[src/hw/rtl/palette_texel_morton_converter_unit_assert.svh]
// Assertion macros shared by the converter RTL.
`ifndef PALETTE_TEXEL_MORTON_CONVERTER_UNIT_ASSERT_SVH
`define PALETTE_TEXEL_MORTON_CONVERTER_UNIT_ASSERT_SVH

// Same-cycle implication.
`define PTMC_ASSERT_NOW(lbl, clk, rst_n, ante, cons, msg) \
    lbl: assert property (@(posedge clk) disable iff (!rst_n) (ante) |-> (cons)) \
        else $error(msg);

// Next-cycle implication.
`define PTMC_ASSERT_NEXT(lbl, clk, rst_n, ante, cons, msg) \
    lbl: assert property (@(posedge clk) disable iff (!rst_n) (ante) |=> (cons)) \
        else $error(msg);

`endif

[src/hw/rtl/ptmc_if.sv]


interface ptmc_out_if;
    logic        valid;
    logic        ready;
    logic [18:0] pair_word_index;
    logic [15:0] texel_even_out;
    logic [15:0] texel_odd_out;

    modport source (
        output valid, pair_word_index, texel_even_out, texel_odd_out,
        input  ready
    );
    modport sink (
        input  valid, pair_word_index, texel_even_out, texel_odd_out,
        output ready
    );
endinterface

[src/hw/rtl/ptmc_merge.sv]
module ptmc_merge (
    input  logic        clk,
    input  logic        rst_n,
    input  logic        s1_vld,
    input  logic [18:0] pwi,
    input  logic [15:0] texel_even,
    input  logic [15:0] texel_odd,
    output logic        adv,
    ptmc_out_if.source  result
);

    logic        vld_reg;
    logic [18:0] pwi_reg;
    logic [15:0] even_reg;
    logic [15:0] odd_reg;

    assign adv = !vld_reg || result.ready;

    always_ff @(posedge clk or negedge rst_n)
    begin
        if (!rst_n)
        begin
            vld_reg <= 1'b0;
        end
        else if (adv)
        begin
            vld_reg <= s1_vld;
        end
    end

    always_ff @(posedge clk)
    begin
        if (adv && s1_vld)
        begin
            pwi_reg  <= pwi;
            even_reg <= texel_even;
            odd_reg  <= texel_odd;
        end
    end

    assign result.valid           = vld_reg;
    assign result.pair_word_index = pwi_reg;
    assign result.texel_even_out  = even_reg;
    assign result.texel_odd_out   = odd_reg;

endmodule

[src/flat_wrapper.sv]
// flat-port wrapper written by rule: the top's interface ports become plain ports
module ptmc_merge_flat 
  (clk, rst_n, s1_vld, pwi, texel_even, texel_odd, adv, result_valid, result_pair_word_index, result_texel_even_out, result_texel_odd_out, result_ready);
  ptmc_out_if result_i ();
  input  logic clk;
  input  logic rst_n;
  input  logic s1_vld;
  input  logic [18:0] pwi;
  input  logic [15:0] texel_even;
  input  logic [15:0] texel_odd;
  output logic adv;
  output wire logic [$bits(result_i.valid)-1:0] result_valid;
  output wire logic [$bits(result_i.pair_word_index)-1:0] result_pair_word_index;
  output wire logic [$bits(result_i.texel_even_out)-1:0] result_texel_even_out;
  output wire logic [$bits(result_i.texel_odd_out)-1:0] result_texel_odd_out;
  input wire logic [$bits(result_i.ready)-1:0] result_ready;
  assign result_valid = result_i.valid;
  assign result_pair_word_index = result_i.pair_word_index;
  assign result_texel_even_out = result_i.texel_even_out;
  assign result_texel_odd_out = result_i.texel_odd_out;
  assign result_i.ready = result_ready;
  ptmc_merge u_core (.clk(clk), .rst_n(rst_n), .s1_vld(s1_vld), .pwi(pwi), .texel_even(texel_even), .texel_odd(texel_odd), .adv(adv), .result(result_i));
endmodule
[config.mk]
export PLATFORM = sky130hd
export DESIGN_NAME = ptmc_merge_flat
export DESIGN_NICKNAME = d
export VERILOG_FILES = /design/src/hw/rtl/palette_texel_morton_converter_unit_assert.svh /design/src/hw/rtl/ptmc_if.sv /design/src/hw/rtl/ptmc_merge.sv /design/src/flat_wrapper.sv
export SDC_FILE = /design/constraint.sdc
export NUM_CORES = 1
export LEC_CHECK = 0
export BUFFER_PORTS_ARGS = -buffer_cell sky130_fd_sc_hd__buf_4
export CORE_MARGIN = 2
export CORE_UTILIZATION = 40
export CTS_CLUSTER_SIZE = 30
export DETAILED_ROUTE_END_ITERATION = 10
export GPL_TIMING_DRIVEN = 0
export PLACE_DENSITY = 0.78
export RECOVER_POWER = 50
export REMOVE_ABC_BUFFERS = 1
export SYNTH_ARGS = -nofsm -noshare
export SYNTH_HDL_FRONTEND = slang
export SYNTH_SLANG_ARGS = --single-unit
[constraint.sdc]
create_clock -name clk -period 1.6 [get_ports clk]
set_input_delay 0.08 -clock clk [delete_from_list [all_inputs] [get_ports clk]]
set_output_delay 0.08 -clock clk [all_outputs]
set_load 0.01 [all_outputs]
# Yosys cells after proc, flatten, opt, wreduce, memory -nomap -nowiden
# Index checks and enable logic that the tools add are counted.
[word_totals] register_bits=52 latch_bits=0 mem_bits_rw=0 romBits=0 in_bits=55 output_inout_bits=53 word_cells=7 memories=0
[classes] n_addsub=0 multipliers=0 n_div=0 magnitude_cmp=0 eq_ne=0 n_shift=0 n_mux=0 bitwise_logic=0 reduce_logical=3
[ops] operator="logical AND 1 bit" n=1
[ops] operator="logical NOT 1 bit" n=1
[ops] operator="logical OR 1 bit" n=1

# Depth between registers and ports, before layout
# Gate-level depths: netlist of run 1.
[logic_depth] depth_word=3 ltp_mapped=2 mapped_depth_nobuf=2

# Worst setup path after synthesis of run 1
# No wires, ideal clock.
[synth_path] path_type="register -> register" startpoint="reg u_core.vld_reg, in the netlist u_core.result.valid" endpoint="reg u_core.pwi_reg[0], in the netlist u_core.result.pair_word_index[0] (enable)" setup_time_ps=372 t_arrival_ps=994 t_required_ps=1228 setup_slack_ps=235 path_stages_with_launch=3 path_buffers=0 synth_period_minus_slack_ps=1365 cell_sequence="dfrtp_1 nand2b_4 and2_4"
[synth_via] elab_chain_len=3
[synth_rtl] item="start: declaration" line_no="ptmc_merge.sv:12" rtl="logic vld_reg;"
[synth_rtl] item="start signal: assignment" line_no="ptmc_merge.sv:27" rtl="vld_reg <= s1_vld;"
[synth_rtl] item="logical NOT 1 bit" line_no="ptmc_merge.sv:17" rtl="assign adv = !vld_reg || result.ready;"
[synth_rtl] item="logical OR 1 bit" line_no="ptmc_merge.sv:17"
[synth_rtl] item="net adv" line_no="flat_wrapper.sv:11" rtl="output logic adv;"
[synth_rtl] item="logical AND 1 bit" line_no="ptmc_merge.sv:33" rtl="if (adv && s1_vld)"
[synth_rtl] item="end signal: assignment" line_no="ptmc_merge.sv:35" rtl="pwi_reg <= pwi;"
[synth_rtl] item="end: declaration" line_no="ptmc_merge.sv:13" rtl="logic [18:0] pwi_reg;"
# The timed path passes the listed nets, and every way through them passes these cells.
# A chain may end at the register's enable or synchronous reset.

# Final worst setup path of run 1
[layout_path] startpoint="reg u_core.vld_reg, in the netlist u_core.result.valid" endpoint="reg u_core.odd_reg[8], in the netlist u_core.result.texel_odd_out[8] (enable)"
[layout_via] elab_chain_len=3
[layout_rtl] item="logical NOT 1 bit" line_no="ptmc_merge.sv:17"
[layout_rtl] item="logical OR 1 bit" line_no="ptmc_merge.sv:17"
[layout_rtl] item="logical AND 1 bit" line_no="ptmc_merge.sv:33"
[layout_rtl] item="end signal: assignment" line_no="ptmc_merge.sv:37" rtl="odd_reg <= texel_odd;"
[layout_rtl] item="end: declaration" line_no="ptmc_merge.sv:15" rtl="logic [15:0] odd_reg;"
# Every way passes these cells.

==> flow_summary.toml, run 1 <==
[layout]
most-common-layout-cells = "dlygate4sd3_1 (53), clkbuf_4 (52), edfxtp_1 (51), buf_4 (30), clkbuf_1 (26)"
num-nets-final = 277
most_common_cell_after_layout_fill_and_taps_aside = "dlygate4sd3_1"
ff_latch_area_sq_um = 1560
num-fill-cells = 232
final_antenna_diode_count = 0
areaGrowthSynthToFinish_pct = 88.5
layout-drive-gt1-share_pct = 40.8
multiInputGateArea_sq_um = 23.8
count_of_placed_standard_cells_in_the_final_layout_fillers_left_out = 271

[cts]
tritoncts = "done"
clockBufferDepth = 2
clock_sink_count = 52
holdBufCountCts = 53
number_of_resized_instances_in_the_post_cts_repair_step = 0
h_tree_depth_reported_by_cts = 2
clk_pin_slew_ns = 0.09
clockRootBuffer = "clkbuf_8"
cts_made_buffers = 5
cts_setup_buffers = 0
clkLatencyLatePin_ns = 0.30

[detailed_routing]
drt-total-wl_mm = 4.71
first_iter_violations = 36
post_drt_via_cell_ratio = 4.37
drt_pass1_iterations = 5
drc = 0
route.detailed.wl_per_inst_um = 17.4
final_antenna_net_count = 0
routed-via-count = 1184

[min_path]
timing.hold.worst.start = "result_ready"
hold_path.class = "in -> reg"
hold-path-endpoint = "u_core.result.valid"
cell_depth_of_the_worst_min_delay_path = 3

[timing]
worst-slew-pin-transition_ns = 0.641
final.min_clock_period_ns = 1.47
tns_ns = 0
final_hold_viol_count = 0
min_period_over_period_pct = 91.8
timing.clock.skew_ns = 0.0104
worst_hold_slack_ns = 0.0655
finalMaxSlewViolations = 0
headroom_to_the_max_slew_limit_pct = 57.3
setup-violations-final = 0
maxClockFrequency_ghz = 0.681
setup_repair_after_global_routing_missed_its_margin = "no"

[die]
die-height_um = 67.0
overall_die_area_sq_um = 4480
row_count = 22
core-area_sq_um = 3740
initial_core_util_pct = 42.3
die_x_um = 67.0
io_pins = 108

[grt]
grt_remaining_overflow = 0
grt.total_usage_pct = 22.0
grt_start_max_net_pins = 52
grt_pass1_wl_mm = 6.59
grt_pass1_vias = 1321
antenna_found_initial = 0

[placement]
final_replace_weighted_congestion = 0.705
portBuffers = 107
place_inst = 210

[synth]
yosys_register_bits = 52
netlist-cell-type-count = 5
cell_area_synth_sq_um = 1590
count_of_mapped_cells_out_of_synthesis = 55
synth.yosys.warnings = 0
synth_seq_area_share_pct = 98.2
synthesis.area_per_instance_sq_um = 28.8

[worst_setup_path]
regToRegSetupSlack_ns = 0.13
worstSetupStartpointType = "flip-flop"
worst-path-max-fanout = 51
r2r-end = "u_core.result.texel_odd_out[8]"
worstRegToRegCells = 2
worstSetupEndpointType = "flip-flop"
path_class = "reg -> reg"
r2r-start = "u_core.result.valid"
worstPathRequired_ns = 1.53
critPathArrivalTime_ns = 1.40

[pwr]
fin_total_pwr_mw = 2.84
highest_ir_drop_seen_on_vdd_v = 0.000806
power_density_nw_per_um2 = 952
power.leakage_nw = 1.20

[run_status]
outcome = "finished clean"

[run]
cap_viol_max_count = 0
==> cell type report <==
type                            instances  area share [%]
Multi-Input combinational cell          3           0.796
Clock buffer                            6            2.43
Clock inverter                          2            1.17
Tap cell                               48            2.01
Timing Repair Buffer                  160            41.5
Sequential cell                        52            52.1
==> sequential cells by signal, indices dropped and copies added, names as in the netlist <==
register                       count
u_core.result.texel_even_out      16
u_core.result.valid                1
u_core.result.pair_word_index     19
u_core.result.texel_odd_out       16
==> worst max-delay path: stages, from the launching register on <==
cell and delay, ns:
dfrtp_1 0.41, nand2b_2 0.10, and2_4 0.57
==> per-layer routing <==
metal | vias to the layer above | global-route usage (%) | wire length, um
met3 | 10 | 12.2 | 615
met5 | - | 0 | 0
li1 | 550 | - | -
met1 | 544 | 20.5 | 1540
met2 | 80 | 39.3 | 2460
met4 | 0 | 8.93 | 91
==> power by group <==
| group | leakage (nW) | internal [mW] | switching, mW |
|---|---|---|---|
| Clock | 0.0552 | 0.465 | 0.403 |
| Combinational | 0.644 | 0.221 | 0.146 |
| Sequential | 0.496 | 1.59 | 0.0236 |
==> cells by family after synthesis <==
| logic type | Yosys count | share of synthesized area [%] |
|---|---|---|
| DFF | 52 | 98.2 |
| and+or+nand+nor | 3 | 1.82 |
==> through the flow <==
stage | setup WS, ns | util, % | cell area [sq um]
3_3_place_gp | 0.200 | 65.4 | 2450
3_5_place_dp | 0.168 | 65.4 | 2450
5_1_grt | 0.0510 | 79.8 | 2990
6_report | 0.131 | 79.8 | 2990
4_1_cts | 0.139 | 82.5 | 3090
2_1_floorplan | 0.235 | - | 1590
==> how the worst max path moves through the flow <==
stage                                    from                                end
final                     u_core.result.valid     u_core.result.texel_odd_out[8]
after CTS                 u_core.result.valid   u_core.result.texel_even_out[14]
after floorplan           u_core.result.valid   u_core.result.pair_word_index[0]
after global routing      u_core.result.valid  u_core.result.pair_word_index[10]
after global placement    u_core.result.valid    u_core.result.texel_even_out[6]
after detailed placement  u_core.result.valid    u_core.result.texel_even_out[6]
==> cells in the mapped netlist (all sizes together) <==
| cell type | instances | area share (%) |
|---|---|---|
| dfrtp | 1 | 1.6 |
| edfxtp | 51 | 97 |
| nand2b | 2 | 1.3 |
| and2 | 1 | 0.55 |
Power figures use the tool's default switching activity.
==> inputs of run 2 (changes only) <==
GPL_TIMING_DRIVEN = unset   (was 0)
==> run 2 against run 1 <==
Routed wire length up 5.6%. Clock power decreased by 19%. Sequential cell count is the same. Design area increased by 0.34%. Largest cell class unchanged. Non-clock buffer count grew 2. Combinational power is 5% higher. Worst hold slack better by 0.0086 ns.
==> flow_summary.toml, run 2 (synthesized netlist as in run 1, its figures left out) <==
[timing]
setup_repair_after_global_routing_missed_its_margin = "no"
worst-slew-pin-transition_ns = 0.195
tns_ns = 0
finalMaxSlewViolations = 0
timing.clock.skew_ns = 0.0107
min_period_over_period_pct = 79.8
maxClockFrequency_ghz = 0.783
setup-violations-final = 0
final.min_clock_period_ns = 1.28
worst_hold_slack_ns = 0.0741
headroom_to_the_max_slew_limit_pct = 87.0
final_hold_viol_count = 0

[die]
row_count = 22
initial_core_util_pct = 42.3
overall_die_area_sq_um = 4480
io_pins = 108
core-area_sq_um = 3740
die-height_um = 67.0
die_x_um = 67.0

[detailed_routing]
post_drt_via_cell_ratio = 4.50
route.detailed.wl_per_inst_um = 18.2
top_signal_layer_used = "met4"
routed-via-count = 1228
drt_pass1_iterations = 4
drt-total-wl_mm = 4.97
met2_length_mm = 2.66
drc = 0
final_antenna_net_count = 0
route.met3.wl_um = 538
met1_length_mm = 1.65
first_iter_violations = 46

[worst_setup_path]
worst-path-max-fanout = 21
worstRegToRegCells = 3
r2r-end = "u_core.result.texel_odd_out[8]"
worstPathRequired_ns = 1.60
path_class = "reg -> reg"
r2r-start = "u_core.result.valid"
regToRegSetupSlack_ns = 0.32
worstSetupEndpointType = "flip-flop"
worstSetupStartpointType = "flip-flop"
critPathArrivalTime_ns = 1.28

[pwr]
power.leakage_nw = 1.20
highest_ir_drop_seen_on_vdd_v = 0.000681
power_density_nw_per_um2 = 900

[layout]
most-common-layout-cells = "dlygate4sd3_1 (53), clkbuf_4 (51), edfxtp_1 (51), clkbuf_1 (29), buf_4 (29)"
most_common_cell_after_layout_fill_and_taps_aside = "dlygate4sd3_1"
num-nets-final = 279
largest_register_ff_count = 19
final_antenna_diode_count = 0
finalCoreUtilization_pct = 80.1
num-fill-cells = 223
layout-drive-gt1-share_pct = 39.6
areaGrowthSynthToFinish_pct = 89.1

[min_path]
timing.hold.worst.start = "result_ready"
hold-path-endpoint = "u_core.result.valid"
cell_depth_of_the_worst_min_delay_path = 3
hold_path.class = "in -> reg"

[cts]
clk_pin_slew_ns = 0.08
clockBufferDepth = 2
cts_made_buffers = 5
clock_sink_count = 52
number_of_resized_instances_in_the_post_cts_repair_step = 0
clkLatencyLatePin_ns = 0.30
clockRootBuffer = "clkbuf_8"
h_tree_depth_reported_by_cts = 2
tritoncts = "done"

[grt]
grt_pass1_vias = 1407
grt_start_max_net_pins = 22
antenna_found_initial = 0
grt.total_usage_pct = 24.5
grt_remaining_overflow = 0
grt_pass1_wl_mm = 7.31

[run]
cap_viol_max_count = 0

[run_status]
outcome = "finished clean"

[placement]
hpwl_mm = 2.56
final_replace_weighted_congestion = 0.695
portBuffers = 107
[run 2: report_power, final]
group	switching [mW]	internal, mW
clock	0.398	0.305
combinational	0.153	0.233
sequential	0.0249	1.58
total	0.576	2.12
[run 2: final cells by class]
class / instances / area, sq um / share of cell area (%)
Clock buffer: 7 / 76.3 / 2.55
Clock inverter: 1 / 3.75 / 0.125
Multi-Input combinational cell: 3 / 28.8 / 0.960
Sequential cell: 52 / 1560 / 51.9
Tap cell: 48 / 60.1 / 2.00
Timing Repair Buffer: 162 / 1270 / 42.4
[run 2: stage by stage]
stage / setup slack, ns / instances / total power [mW] / instance area (sq um)
2_1_floorplan: 0.235 / 55 / 1.71 / 1590
3_3_place_gp: 0.391 / 212 / 1.93 / 2490
3_5_place_dp: 0.353 / 212 / 1.94 / 2490
4_1_cts: 0.342 / 273 / 2.71 / 3100
5_1_grt: 0.268 / 273 / 2.79 / 3000
6_report: 0.323 / 273 / 2.70 / 3000
[run 2: how the worst max path moves through the flow]
stage	cells past startpoint	slack, ns	endpoint	startpoint
2_1_floorplan	2	0.23	u_core.result.pair_word_index[0]	u_core.result.valid
3_3_place_gp	3	0.39	u_core.result.texel_even_out[10]	u_core.result.valid
3_5_place_dp	3	0.35	u_core.result.texel_odd_out[11]	u_core.result.valid
4_1_cts	3	0.34	u_core.result.texel_even_out[4]	u_core.result.valid
5_1_grt	3	0.27	u_core.result.texel_odd_out[5]	u_core.result.valid
6_report	3	0.32	u_core.result.texel_odd_out[8]	u_core.result.valid
[run 2: worst max-delay path, cell delays in order, from the launching register on]
cell and delay (ns):
dfrtp_1 0.42, nand2b_4 0.09, and2_4 0.26, buf_12 0.20
[run 2: timing repair]
action                    in CTS  in global routing
hold endpoints to repair      53                  0
setup buffers                  0                  0
hold buffers                  53                  0
[run 2: metal layers]
layer	vias to the layer above	track usage (%)
met4	0	11.2
met1	580	24.1
met5	-	0
met2	82	44.8
met3	11	9.63
li1	555	-
==> inputs of run 3 (changes only) <==
CORE_UTILIZATION = 36   (was 40)
PLACE_DENSITY = 0.74   (was 0.78)
clock period = 1 ns   (was 1.6 ns; I/O delays follow)
==> run 3 against run 2 <==
Power increased by 60%. Non-clock buffer count rose by 2. Die area up 10%. Routed wire length fell by 26%. Combinational power up 68%. Global-route usage down 8.5 points. Clock-buffer cell count fell by 1. Critical path depth did not move. First-iteration DRC count up 30%. The run now ends with hold timing, setup timing left. Highest routed layer unchanged. Worst setup slack worse by 0.45 ns. Sequential share of layout area down 2.2 points.
==> flow_summary.toml, run 3 (synthesized netlist as in run 1, its figures left out) <==
[pwr]
highest_ir_drop_seen_on_vdd_v = 0.00104
power_density_nw_per_um2 = 1380
power.leakage_nw = 1.31

[detailed_routing]
drc = 0
first_iter_violations = 60
final_antenna_net_count = 0
routed-via-count = 1131
route.detailed.wl_per_inst_um = 13.2
drt_pass1_iterations = 4
drt-total-wl_mm = 3.67
post_drt_via_cell_ratio = 4.05

[cts]
h_tree_depth_reported_by_cts = 2
clock_sink_count = 52
clockRootBuffer = "clkbuf_8"
clockBufferDepth = 2
tritoncts = "done"
clk_pin_slew_ns = 0.08
cts_made_buffers = 5
clkLatencyLatePin_ns = 0.29
holdBufCountCts = 52

[worst_setup_path]
regToRegSetupSlack_ns = -0.13
critPathArrivalTime_ns = 1.14
worst-path-max-fanout = 24
worstSetupStartpointType = "flip-flop"
path_class = "reg -> reg"
worstSetupEndpointType = "flip-flop"
worstPathRequired_ns = 1.01

[placement]
portBuffers = 107
final_replace_weighted_congestion = 0.695

[grt]
grt.total_usage_pct = 16.0
grt_pass1_wl_mm = 5.89
grt_start_max_net_pins = 25
antenna_found_initial = 0
grt_pass1_vias = 1228
grt_remaining_overflow = 0

[run_status]
violations_in_the_final_reports = "hold timing, setup timing"
outcome = "finished with violations"

[timing]
min_period_over_period_pct = 113
setup-violations-final = 53
setup_repair_after_global_routing_missed_its_margin = "yes"
tns_ns = -6.30
headroom_to_the_max_slew_limit_pct = 91.7
finalMaxSlewViolations = 0
worst-slew-pin-transition_ns = 0.125
final_hold_viol_count = 1
maxClockFrequency_ghz = 0.885
post-route-worst-setup-slack_ns = -0.130
worst_hold_slack_ns = -0.0428
timing.clock.skew_ns = 0.00355
final.min_clock_period_ns = 1.13

[layout]
layout-drive-gt1-share_pct = 52.9
largest_register_ff_count = 19
most-common-layout-cells = "buf_4 (56), dlygate4sd3_1 (52), clkbuf_4 (52), edfxtp_1 (51), clkbuf_8 (5)"
multiInputGateArea_sq_um = 28.8
ff_latch_area_sq_um = 1560
final_antenna_diode_count = 0
num-nets-final = 281
finalCoreUtilization_pct = 72.8
num-fill-cells = 274
areaGrowthSynthToFinish_pct = 97.3
most_common_cell_after_layout_fill_and_taps_aside = "buf_4"

[die]
overall_die_area_sq_um = 4950
die_x_um = 70.4
core-area_sq_um = 4290
row_count = 24
die-height_um = 70.4
io_pins = 108
initial_core_util_pct = 36.9

[min_path]
hold_path.class = "in -> reg"

[run]
cap_viol_max_count = 0
## run 3: metal layers
layer | share of wire (%) | GRT usage [%] | up-vias
met3 | 11 | 7.07 | 8
met4 | 1.6 | 5.13 | 0
met1 | 31 | 15.6 | 500
li1 | - | - | 557
met2 | 57 | 29.9 | 66
met5 | 0 | 0 | -
## run 3: report_power, final
part           internal, mW  switching [mW]  total [mW]
Combinational         0.427           0.221       0.648
Clock                 0.485           0.612        1.10
Sequential             2.53          0.0339        2.57
## run 3: path summary, 6_finish.rpt
kind,from,to,depth (start not counted)
hold reg to reg,u_core.result.valid,u_core.result.valid,3
min in group asynchronous,rst_n,u_core.result.valid,2
setup reg to reg,u_core.result.valid,u_core.result.texel_odd_out[1],3
max in group asynchronous,rst_n,u_core.result.valid,2
hold / removal,s1_vld,u_core.result.valid,2
setup / recovery,u_core.result.valid,u_core.result.texel_odd_out[1],3
## run 3: worst max-delay path, stage by stage (launching register included)
cell and delay (ns):
dfrtp_1 0.41, nand2b_4 0.08, and2_4 0.18, buf_12 0.17
## run 3: timing repair
action | CTS | global route
hold endpoints to repair | 53 | 1
buffers inserted | 1 | 0
gates resized for setup | 2 | 0
endpoints found under the setup margin | 52 | 53
## run 3: area by class of cell
| class | instances | share of cell area [%] |
|---|---|---|
| Tap cell | 52 | 2.08 |
| Multi-Input combinational cell | 3 | 0.920 |
| Timing Repair Buffer | 164 | 44.6 |
| Clock buffer | 6 | 2.32 |
| Sequential cell | 52 | 49.8 |
| Clock inverter | 2 | 0.360 |
## run 3: stage by stage
stage / power (mW) / instances / setup slack (ns) / area (sq um) / hold WS, ns
6_report: 4.31 / 279 / -0.130 / 3130 / -0.0428
5_1_grt: 4.52 / 279 / -0.168 / 3130 / -0.0533
4_1_cts: 4.39 / 279 / -0.143 / 3130 / -0.0551
2_1_floorplan: 2.73 / 55 / -0.365 / 1590 / -0.246
3_3_place_gp: 3.10 / 218 / -0.118 / 2510 / -0.174
3_5_place_dp: 3.11 / 218 / -0.135 / 2510 / -0.174
